## src/mp3d_pkg.sv

```systemverilog
// Package for the 3D maximal point block: payload structs, controller states
// and the command and status groups between controller and datapath. No dependencies.
`timescale 1ns / 1ps
`default_nettype none
package mp3d_pkg;

    localparam int MP3D_MAX_POINTS = 64;
    localparam int MP3D_COORD_BITS = 16;

    typedef struct packed {
        logic signed [15:0] point_x;
        logic signed [15:0] point_y;
        logic signed [15:0] point_z;
        logic               last_point;
    } t_point_in;

    typedef struct packed {
        logic signed [15:0] max_x;
        logic signed [15:0] max_y;
        logic signed [15:0] max_z;
        logic               last_result;
        logic               overflow;
    } t_result;

    typedef enum logic [2:0] {
        ST_IDLE,
        ST_SCAN,
        ST_SCAN_END,
        ST_SCAN_DEC,
        ST_CHECK,
        ST_CHECK_END,
        ST_CHECK_DEC
    } t_state;

    typedef struct packed {
        logic load;         // store or drop the incoming point
        logic begin_set;    // clear search state for a new set
        logic rd;           // read the store at the walk index and advance it
        logic rd_chk;       // the read belongs to the cover check, not the search
        logic start_check;  // rewind the walk and clear the cover flag
        logic accept_best;  // close a round: emit, move the threshold on
        logic finish;       // emit the held point as the final one, empty the store
    } t_ctl_cmd;

    typedef struct packed {
        logic idx_last;     // the walk index points at the last stored entry
        logic found;        // the search found a point below the threshold
    } t_dp_stat;

endpackage
`default_nettype wire

```

## src/mp3d_ctrl.sv

```systemverilog
// Controller of the 3D maximal point block: state machine issuing commands to
// the datapath. Depends on mp3d_pkg.
`timescale 1ns / 1ps
`default_nettype none
module mp3d_ctrl (
    input  wire logic              i_clk,
    input  wire logic              i_rst_n,
    input  wire logic              i_start,
    input  wire logic              i_last_point,
    input  wire mp3d_pkg::t_dp_stat i_stat,
    output mp3d_pkg::t_ctl_cmd     o_cmd,
    output logic                   o_busy
);
    import mp3d_pkg::*;

    t_state r_state;
    t_state n_state;

    always_ff @(posedge i_clk) begin
        if (!i_rst_n) begin
            r_state <= ST_IDLE;
        end else begin
            r_state <= n_state;
        end
    end

    always_comb begin
        n_state = r_state;
        case (r_state)
            ST_IDLE: begin
                if (i_start && i_last_point) begin
                    n_state = ST_SCAN;
                end
            end
            ST_SCAN: begin
                if (i_stat.idx_last) begin
                    n_state = ST_SCAN_END;
                end
            end
            ST_SCAN_END:  n_state = ST_SCAN_DEC;
            ST_SCAN_DEC: begin
                n_state = i_stat.found ? ST_CHECK : ST_IDLE;
            end
            ST_CHECK: begin
                if (i_stat.idx_last) begin
                    n_state = ST_CHECK_END;
                end
            end
            ST_CHECK_END: n_state = ST_CHECK_DEC;
            ST_CHECK_DEC: n_state = ST_SCAN;
            default:      n_state = ST_IDLE;
        endcase
    end

    always_comb begin
        o_cmd  = '0;
        o_busy = 1'b1;
        case (r_state)
            ST_IDLE: begin
                o_busy          = 1'b0;
                o_cmd.load      = i_start;
                o_cmd.begin_set = i_start && i_last_point;
            end
            ST_SCAN:  o_cmd.rd = 1'b1;
            ST_SCAN_DEC: begin
                o_cmd.start_check = i_stat.found;
                o_cmd.finish      = !i_stat.found;
            end
            ST_CHECK: begin
                o_cmd.rd     = 1'b1;
                o_cmd.rd_chk = 1'b1;
            end
            ST_CHECK_DEC: o_cmd.accept_best = 1'b1;
            default: ;
        endcase
    end

endmodule
`default_nettype wire

```

## src/mp3d_dp.sv

```systemverilog
// Datapath of the 3D maximal point block: point store, walk index, search and
// cover-check registers and the result register. Depends on mp3d_pkg.
`timescale 1ns / 1ps
`default_nettype none
module mp3d_dp #(
    parameter int MAX_POINTS = mp3d_pkg::MP3D_MAX_POINTS,
    parameter int COORD_BITS = mp3d_pkg::MP3D_COORD_BITS
) (
    input  wire logic               i_clk,
    input  wire logic               i_rst_n,
    input  wire mp3d_pkg::t_point_in i_point,
    input  wire mp3d_pkg::t_ctl_cmd  i_cmd,
    output mp3d_pkg::t_dp_stat      o_stat,
    output mp3d_pkg::t_result       o_result,
    output logic                    o_result_valid
);
    import mp3d_pkg::*;

    localparam int CW   = COORD_BITS;
    localparam int PW   = 3 * CW;
    localparam int AW   = $clog2(MAX_POINTS);
    localparam int CNTW = $clog2(MAX_POINTS + 1);

    function automatic logic [CW-1:0] to_coord(input logic [15:0] f);
        logic [CW+15:0] e;
        e = {{CW{1'b0}}, f};
        return e[CW-1:0];
    endfunction

    function automatic logic [15:0] to_field(input logic [CW-1:0] c);
        logic [CW+15:0] e;
        e = {16'b0, c};
        return e[15:0];
    endfunction

    // Strict descending-lexicographic order: true when a comes after b.
    function automatic logic lex_lt(input logic [PW-1:0] a, input logic [PW-1:0] b);
        logic signed [CW-1:0] ax, ay, az, bx, by, bz;
        ax = a[PW-1:2*CW]; ay = a[2*CW-1:CW]; az = a[CW-1:0];
        bx = b[PW-1:2*CW]; by = b[2*CW-1:CW]; bz = b[CW-1:0];
        return (ax < bx) || ((ax == bx) && ((ay < by) || ((ay == by) && (az < bz))));
    endfunction

    function automatic logic covers(input logic [PW-1:0] q, input logic [PW-1:0] p);
        logic signed [CW-1:0] qx, qy, qz, px, py, pz;
        qx = q[PW-1:2*CW]; qy = q[2*CW-1:CW]; qz = q[CW-1:0];
        px = p[PW-1:2*CW]; py = p[2*CW-1:CW]; pz = p[CW-1:0];
        return (qx >= px) && (qy >= py) && (qz >= pz);
    endfunction

    logic [PW-1:0]   mem [MAX_POINTS];
    logic [AW-1:0]   r_idx;
    logic [CNTW-1:0] r_count;
    logic            r_dropped;
    logic            r_rd_vld;
    logic            r_rd_chk;
    logic [PW-1:0]   r_rd_data;
    logic [PW-1:0]   r_best;
    logic            r_found;
    logic [PW-1:0]   r_thr;
    logic            r_has_thr;
    logic            r_dom;
    logic [PW-1:0]   r_pend;
    logic            r_pend_vld;
    t_result         r_out;
    logic            r_strobe;

    logic            room;
    logic [CNTW-1:0] count_m1;
    logic            take_best;
    logic            hit_cover;
    logic            emit_round;
    logic            emit_any;
    logic [PW-1:0]   emit_pt;

    assign room      = r_count < CNTW'(MAX_POINTS);
    assign count_m1  = r_count - 1'b1;
    assign take_best = r_rd_vld && !r_rd_chk && (!r_has_thr || lex_lt(r_rd_data, r_thr))
                       && (!r_found || lex_lt(r_best, r_rd_data));
    assign hit_cover = r_rd_vld && r_rd_chk && (r_rd_data != r_best)
                       && covers(r_rd_data, r_best);
    assign emit_round = i_cmd.accept_best && !r_dom && r_pend_vld;
    assign emit_any   = emit_round || i_cmd.finish;
    assign emit_pt    = r_pend;

    assign o_stat.idx_last = (CNTW'(r_idx) == count_m1);
    assign o_stat.found    = r_found;
    assign o_result        = r_out;
    assign o_result_valid  = r_strobe;

    // Store: one write port for loading, one registered read port for the walks.
    always_ff @(posedge i_clk) begin
        if (i_cmd.load && room) begin
            mem[r_count[AW-1:0]] <= {to_coord(i_point.point_x), to_coord(i_point.point_y),
                                     to_coord(i_point.point_z)};
        end
        if (i_cmd.rd) begin
            r_rd_data <= mem[r_idx];
        end
    end

    always_ff @(posedge i_clk) begin
        if (!i_rst_n) begin
            r_idx      <= '0;
            r_count    <= '0;
            r_dropped  <= 1'b0;
            r_rd_vld   <= 1'b0;
            r_rd_chk   <= 1'b0;
            r_found    <= 1'b0;
            r_has_thr  <= 1'b0;
            r_dom      <= 1'b0;
            r_pend_vld <= 1'b0;
            r_strobe   <= 1'b0;
        end else begin
            r_rd_vld <= i_cmd.rd;
            r_rd_chk <= i_cmd.rd_chk;
            r_strobe <= emit_any;
            if (i_cmd.load) begin
                if (room) begin
                    r_count <= r_count + 1'b1;
                end else begin
                    r_dropped <= 1'b1;
                end
            end
            if (i_cmd.begin_set) begin
                r_idx      <= '0;
                r_found    <= 1'b0;
                r_has_thr  <= 1'b0;
                r_pend_vld <= 1'b0;
            end else if (i_cmd.rd) begin
                r_idx <= r_idx + 1'b1;
            end else if (i_cmd.start_check) begin
                r_idx <= '0;
                r_dom <= 1'b0;
            end else if (i_cmd.accept_best) begin
                r_idx     <= '0;
                r_found   <= 1'b0;
                r_has_thr <= 1'b1;
                if (!r_dom) begin
                    r_pend_vld <= 1'b1;
                end
            end else if (i_cmd.finish) begin
                r_count    <= '0;
                r_dropped  <= 1'b0;
                r_pend_vld <= 1'b0;
            end
            if (take_best) begin
                r_found <= 1'b1;
            end
            if (hit_cover) begin
                r_dom <= 1'b1;
            end
        end
    end

    always_ff @(posedge i_clk) begin
        if (take_best) begin
            r_best <= r_rd_data;
        end
        if (i_cmd.accept_best) begin
            r_thr <= r_best;
            if (!r_dom) begin
                r_pend <= r_best;
            end
        end
        if (emit_any) begin
            r_out.max_x       <= to_field(emit_pt[PW-1:2*CW]);
            r_out.max_y       <= to_field(emit_pt[2*CW-1:CW]);
            r_out.max_z       <= to_field(emit_pt[CW-1:0]);
            r_out.last_result <= i_cmd.finish;
            r_out.overflow    <= r_dropped;
        end
    end

    a_count_bound: assert property (@(posedge i_clk) disable iff (!i_rst_n)
        r_count <= CNTW'(MAX_POINTS))
        else $error("point count beyond store capacity");
    a_finish_empties: assert property (@(posedge i_clk) disable iff (!i_rst_n)
        i_cmd.finish |=> (r_count == '0) && !r_dropped)
        else $error("store not emptied after the set");
    a_last_alone: assert property (@(posedge i_clk) disable iff (!i_rst_n)
        (r_strobe && r_out.last_result) |=> !r_strobe)
        else $error("result after the final result");
    a_finish_has_point: assert property (@(posedge i_clk) disable iff (!i_rst_n)
        i_cmd.finish |-> r_pend_vld)
        else $error("set closed without a maximal point held");

endmodule
`default_nettype wire

```

## src/maximal_points_3d.sv

```systemverilog
// Top level of the 3D maximal point block: controller plus datapath.
// Depends on mp3d_pkg, mp3d_ctrl and mp3d_dp.
//
//   Channel  | Ports                         | Transfer when
//   ---------+-------------------------------+------------------------------
//   points   | i_start, o_busy, i_point      | i_start high and o_busy low
//   results  | o_result_valid, o_result      | o_result_valid high (one cycle)
//
// Points are loaded one per cycle while o_busy is low; it stays low between sets
// so a new point can be transferred on every clock edge.
// The point carrying last_point starts the computation. Each round walks the
// stored points twice through the single read port of the store: once to find
// the next lower distinct point in descending (x, y, z) order and once to check
// whether any other point covers it. o_busy is high while the set is being
// computed, after the final point.
// A result is held until the next maximal point is kept or the set ends; the
// final one is marked with last_result. The receiver cannot stall the output.
// Reset is synchronous and active low; it empties the store at once and needs
// no clearing pass, since only entries below the fill count are ever read.
`timescale 1ns / 1ps
`default_nettype none
module maximal_points_3d #(
    parameter int MAX_POINTS = mp3d_pkg::MP3D_MAX_POINTS,
    parameter int COORD_BITS = mp3d_pkg::MP3D_COORD_BITS
) (
    input  wire logic               i_clk,
    input  wire logic               i_rst_n,
    input  wire logic               i_start,
    input  wire mp3d_pkg::t_point_in i_point,
    output logic                    o_busy,
    output logic                    o_result_valid,
    output mp3d_pkg::t_result       o_result
);
    import mp3d_pkg::*;

    // Commands flow from the controller to the datapath, status flows back.
    t_ctl_cmd cmd;
    t_dp_stat stat;

    mp3d_ctrl u_ctrl (
        .i_clk        (i_clk),
        .i_rst_n      (i_rst_n),
        .i_start      (i_start),
        .i_last_point (i_point.last_point),
        .i_stat       (stat),
        .o_cmd        (cmd),
        .o_busy       (o_busy)
    );

    mp3d_dp #(
        .MAX_POINTS (MAX_POINTS),
        .COORD_BITS (COORD_BITS)
    ) u_dp (
        .i_clk          (i_clk),
        .i_rst_n        (i_rst_n),
        .i_point        (i_point),
        .i_cmd          (cmd),
        .o_stat         (stat),
        .o_result       (o_result),
        .o_result_valid (o_result_valid)
    );

endmodule
`default_nettype wire

```

## config.mk

```make
export PLATFORM = sky130hd
export DESIGN_NAME = maximal_points_3d
export DESIGN_NICKNAME = d
export VERILOG_FILES = /design/src/mp3d_pkg.sv /design/src/mp3d_ctrl.sv /design/src/mp3d_dp.sv /design/src/maximal_points_3d.sv
export SDC_FILE = /design/constraint.sdc
export NUM_CORES = 2
export LEC_CHECK = 0
export BUFFER_PORTS_ARGS = -buffer_cell sky130_fd_sc_hd__buf_2
export CAP_MARGIN = 10
export CELL_PAD_IN_SITES_DETAIL_PLACEMENT = 1
export CELL_PAD_IN_SITES_GLOBAL_PLACEMENT = 2
export CORE_MARGIN = 2
export CORE_UTILIZATION = 50
export CTS_BUF_LIST = sky130_fd_sc_hd__clkbuf_16
export DETAILED_ROUTE_END_ITERATION = 8
export PLACE_DENSITY = 0.75
export SYNTH_ARGS = -nofsm -noshare
export SYNTH_HDL_FRONTEND = slang
export SYNTH_SLANG_ARGS = --single-unit
```

## constraint.sdc

```tcl
create_clock -name i_clk -period 8.9 [get_ports i_clk]
set_input_delay 1.78 -clock i_clk [delete_from_list [all_inputs] [get_ports i_clk]]
set_output_delay 1.78 -clock i_clk [all_outputs]
set_load 0.05 [all_outputs]
```

; ---- Word-level counts from Yosys, hierarchy flattened
; Memories as Yosys holds them, arrays and structs flattened. A register that Yosys moved wholly into a read port is not among the register bits.
; Index checks and enable logic that the tools add are counted.
[classes]
n_mux = 43
eq_ne = 20
magnitude_cmp = 10
n_bitwise = 4
n_reduce_logical = 40
addsub = 3
[op_table]
columns = operator, count
row1 = $lt A16 B16 Y1, 6
row2 = $eq A16 B16 Y1, 4
row3 = $mux W7, 7
row4 = $ge A16 B16 Y1, 3
row5 = $ne A48 B48 Y1, 1
row6 = $mux W1, 27
row7 = $pmux W3 S7, 1
row8 = $mux W6, 3
row9 = $logic_and A1 B1 Y1, 16
row10 = $mux W3, 4
row11 = $reduce_and A3 Y1, 4
row12 = $eq A3 B3 Y1 const B, 3
row13 = $ne A2 B2 Y1 const B, 4
row14 = $add A7 B1 Y7 const B, 1
row15 = $eq A6 B7 Y1, 1
row16 = $logic_or A1 B1 Y1, 7
row17 = $lt A7 B7 Y1 const B, 1
row18 = $sub A7 B1 Y7 const B, 1
row19 = $add A6 B1 Y6 const B, 1
row20 = $eq A3 B2 Y1 const B, 2
row21 = $reduce_bool A3 Y1, 2
row22 = $logic_not A1 Y1, 4
row23 = $ne A2 B1 Y1 const B, 2
row24 = $not A1 Y1, 4
row25 = other kinds (9), 11
[word_totals]
n_memories = 1
reg_bits = 218
word_cells = 140
inputBits = 52
output_inout_bits = 52
mem_bits_rw = 3072
[mem_list]
columns = name, words, word_bits, rd, rd_ports_with_merged_regs, write_ports, line
row1 = u_dp.mem, 64, 48, 1, 1, 1, mp3d_dp.sv:51  ; logic [PW-1:0] mem [MAX_POINTS];

; ---- Depth between registers and ports, before layout
[logic_depth]
ltp_word = 10
depth_mapped = 10
ltp_nobuf = 9

; ---- Cells and area by module
; From an unflattened synthesis, not the netlist that was laid out.
[hier_totals]
hier_cells = 5244
area_unflattened_um2 = 127623.7
[modules_own_cells]
columns = mod, cells_each, seq_area_each_um2, n_inst, area_per_inst_um2
row1 = mp3d_dp, 5213, 99935.8, 1, 127402.2
row2 = mp3d_ctrl, 31, 60.1, 1, 221.5

; ---- Least setup slack after synthesis
; OpenSTA, ideal clock, no wires.
[synth_path]
path_type = reg-to-reg
start = register u_ctrl.r_state[2]
end = register u_dp.r_out (netlist bit u_dp.o_result[0]) (enable)
slack_ns = 2.520
path_buffers = 0
arrival_time_ns = 5.971
synth_period_minus_slack_ns = 6.380
t_required_ns = 8.491
setup_time_ns = 0.409
stages_incl_launch_ff = 6
path_cell_list = dfxtp_1 -> nor2b_1 -> and2_0 -> nor2b_1 -> nand2_1 -> nand2_1
[synth_rtl]
columns = item, line
row1 = from (decl), mp3d_ctrl.sv:16  ; t_state r_state;
row2 = from (signal assigned), mp3d_ctrl.sv:23  ; r_state <= n_state;
row3 = to (decl), mp3d_dp.sv:65  ; t_result r_out;

; ---- Worst setup path after layout
[layout_path]
start = input i_start
end = memory u_dp.mem[35][36] (netlist bit) (enable)
[layout_via]
elab_chain_cells = 4
[layout_rtl]
columns = item, line
row1 = from (decl), maximal_points_3d.sv:28  ; input wire logic i_start,
row2 = $mux W2, mp3d_ctrl.sv:58  ; case (r_state)
row3 = $logic_and A1 B1 Y1, mp3d_dp.sv:93  ; if (i_cmd.load && room) begin
row4 = $mux W1, mp3d_dp.sv:93
row5 = $mux W1 (not written as such), mp3d_dp.sv:94  ; mem[r_count[AW-1:0]] <= {to_coord(i_point.point_x), to_coord(i_point.point_y),
row6 = to (decl), mp3d_dp.sv:51
; Every way passes these cells.

==> metrics.yaml <==
pwr-share-clk_pct: 42.6
cts_max_level: 5
yosysUniqueCellTypes: 60
timing.reg2reg.worst_path_depth: 8
synth_enable_flop_cells: 3314
netlist_area_um2: 127300
setup_repair_after_global_routing_missed_its_margin: "no"
r2r-end: "u_dp.mem[35][36]$_DFFE_PP_"
place.gp.congestion: 0.8173
power_switching_uw: 6681
cts_made_buffers: 346
fin_hold_ws_ns: 0.4172
postRouteWirelength_mm: 327.2
slew_headroom_pct: 13.01
worst-endpoint-arrival_ns: 5.78
regToRegSetupSlack_ns: 3.87
synth_top_area_share_pct: 78.17
first_pass_iters: 6
seq_area_frac_synth_pct: 78.54
grt_remaining_overflow: 0
syn_area_per_cell_um2: 24.78
worst-setup-path-type: "input port to register"
clock_tree.buffer_depth: 4
leakage_uw: 0.04397
coreArea_um2: 253700
yosysWarningCount: 0
post-synth-top-area-cell: "edfxtp_1"
route.detailed.vias_per_inst: 6.395
share_comb_of_total_power_pct: 3.9
die_y_um: 508.6
worst_setup_path_endpoint: "u_dp.mem[35][36]$_DFFE_PP_"
yosys-top-cells-area: "edfxtp_1 78%, mux4_2 18%, ha_1 0.96%"
first_global_vias: 59962
synthesized_instance_count: 5138
worst_setup_path_start_kind: "input port"
mappedNetlistNets: 5288
worstReg2RegStart: "u_ctrl.r_state[1]$_SDFFE_PN0P_"
dieWidth_um: 508.6
tightest_slew_ns: 1.301
power_density_nw_per_um2: 226.2
routedWlPerCell_um: 35.78
postCtsResizedCells: 0
p_seq_share_pct: 53.5
timing.final.crit_period_ns: 5.182
gr-usage-all-layers_pct: 25.62
endpoint_required_time_on_the_critical_path_ns: 9.50
worstHoldPathCells: 0
detail-route-antenna-nets: 0
port_buffers: 103
achievable-frequency_mhz: 193.0
synth_async_sr_flop_share_pct: 0
clkSinkCount: 3338
timing.critical_path.fanout_max: 28
cts.repair_timing.setup_buffer_count: 0
ctsHoldBuffers: 0
post-synth-top-count-cell: "edfxtp_1"
drv_cap: 0
floorplan.rows: 185
clk-insertion-delay-late_ns: 0.97
fillCellCount: 20770
cp-startpoint: "i_start"
hp-class: "register to register"
dpl.hpwl_mm: 188.5
timing.critical_path.to_type: "register"
drive_gt1_share_pct: 31.35
final_report_max_slew_violation_count: 0
synth_flop_cell: "edfxtp_1"
initial_utilization_pct: 50.18
synthTopCellsByCount: "3314 x edfxtp_1, 1008 x mux4_2, 114 x clkbuf_1"
maximum_number_of_pins_on_one_net_before_global_route_repair: 146
drt_initial_violations: 7823
clk_root_buffer_cell: "clkbuf_16"
finalSetupViolCount: 0
power.ir.vdd_worst_mv: 0.2248
pin_count: 104
cts_tree: "yes"
layout_worst_path_cycle_share_pct: 58.22
fp.dieArea_um2: 258700
clk_transition_reported_paths_ns: 0.06
grt_antenna_before_repair: 40
timing.setup.tns_ns: 0
remaining_drc_errors: 0
yosys_register_bits: 3338
outcome: "finished, final reports clean"
nNetsFinal: 5665
final.setup_skew_ns: 0.06314
final-hold-violation-count: 0
swShare_pct: 20.53
global_route_wire_length_before_repair_mm: 463.5
routed-via-count: 58492
layout-area-overhead-vs-synth_pct: 12.97
power_report.internal_total_uw: 25860
## placed cells by master (no fill, tap or decap), drive strengths merged, types with 7 or more instances in the layout
master,Yosys,final
a211oi,7,7
a21o,9,9
a21oi,39,39
buf,128,271
bufinv,0,32
clkbuf,114,350
clkinv,0,130
clkinvlp,0,8
dfxtp,24,24
diode,0,12
edfxtp,3314,3314
ha,98,98
inv,108,189
mux4,1008,1008
nand2,31,31
nand2b,10,10
nand3,19,19
nand4,24,24
nor2,93,93
nor2b,11,11
o21ai,9,9
xor2,7,7
## power groups by stage
stage	combinational (µW)	sequential (µW)	clock (µW)
CTS	1290	17400	14100
global placement	1250	17700	0
floorplan	675	17700	0
global route	1350	17400	14600
detailed placement	1280	17700	0
finish	1280	17400	13900
## how the worst min path moves through the flow
| stage | from | end | slack (ns) |
|---|---|---|---|
| floorplan | u_dp.emit_pt[8]$_DFFE_PP_ | u_dp.o_result[10]$_DFFE_PP_ | 0.40 |
| global placement | u_dp.emit_pt[10]$_DFFE_PP_ | u_dp.o_result[12]$_DFFE_PP_ | 0.40 |
| detailed placement | u_dp.emit_pt[8]$_DFFE_PP_ | u_dp.o_result[10]$_DFFE_PP_ | 0.41 |
| CTS | u_dp.emit_pt[11]$_DFFE_PP_ | u_dp.o_result[13]$_DFFE_PP_ | 0.42 |
| global route | u_dp.emit_pt[27]$_DFFE_PP_ | u_dp.o_result[29]$_DFFE_PP_ | 0.42 |
| finish | u_dp.emit_pt[11]$_DFFE_PP_ | u_dp.o_result[13]$_DFFE_PP_ | 0.42 |
## metrics by stage
stage          utilization, %  instances  instance area (µm²)  total power [µW]  worst slack [ns]
2_1_floorplan               -       5138               127300             18390             2.520
3_3_place_gp            52.45       8531               133100             18980             2.861
3_5_place_dp            52.45       8531               133100             19010             2.847
4_1_cts                 56.67       9132               143800             32760             3.825
5_1_grt                 56.68       9136               143800             33380             3.591
6_report                56.69       9146               143800             32540             3.718
## cells by family after synthesis
logic type,share of synthesized area (%)
adder cells (fa/ha/maj),0.9631
multiplexers,17.87
AO/OA/AOI/OAI,0.5415
XOR/XNOR,0.09336
buffers and inverters,1.138
AND/OR/NAND/NOR,0.8491
flip-flops,78.54
## flip-flops by register name, summed over array words and instances (netlist names)
signal and flops:
u_dp.r_best 48, u_dp.r_dom 1, u_dp.o_result_valid 1, u_dp.r_count 7, u_dp.r_thr 48, u_dp.mem 3072
u_dp.r_found 1, u_dp.r_has_thr 1, u_dp.r_rd_vld 1, u_dp.r_pend_vld 1, u_dp.o_result 50, u_dp.r_rd_data 48
u_dp.r_dropped 1, u_ctrl.r_state 3, u_dp.r_rd_chk 1, u_dp.r_idx 6, u_dp.emit_pt 48
## layer usage
layer  global-route usage (%)  wire [µm]
met1                    37.44     133100
met2                    39.93     156600
met3                    5.439      29640
met4                    6.324       7809
met5                        0         50
## critical path, cell delays in order
cell,delay [ns]
buf_2,0.10
inv_1,0.04
nor2_1,0.14
buf_4,0.21
nor2b_1,0.43
nor2b_1,0.30
nand3_1,0.93
nor2_4,1.25
buf_4,0.51
## cell type report
cell class	instances	area (µm²)	area share [%]
sequential	3338	100000	69.54
multi-input combinational	1450	26380	18.34
clock buffer	350	8758	6.090
tap	3366	4212	2.928
timing repair buffer	271	2072	1.441
clock inverter	251	1944	1.352
inverter	108	405.4	0.2819
antenna	12	30.03	0.02088
(Power assumes the default switching activity.)
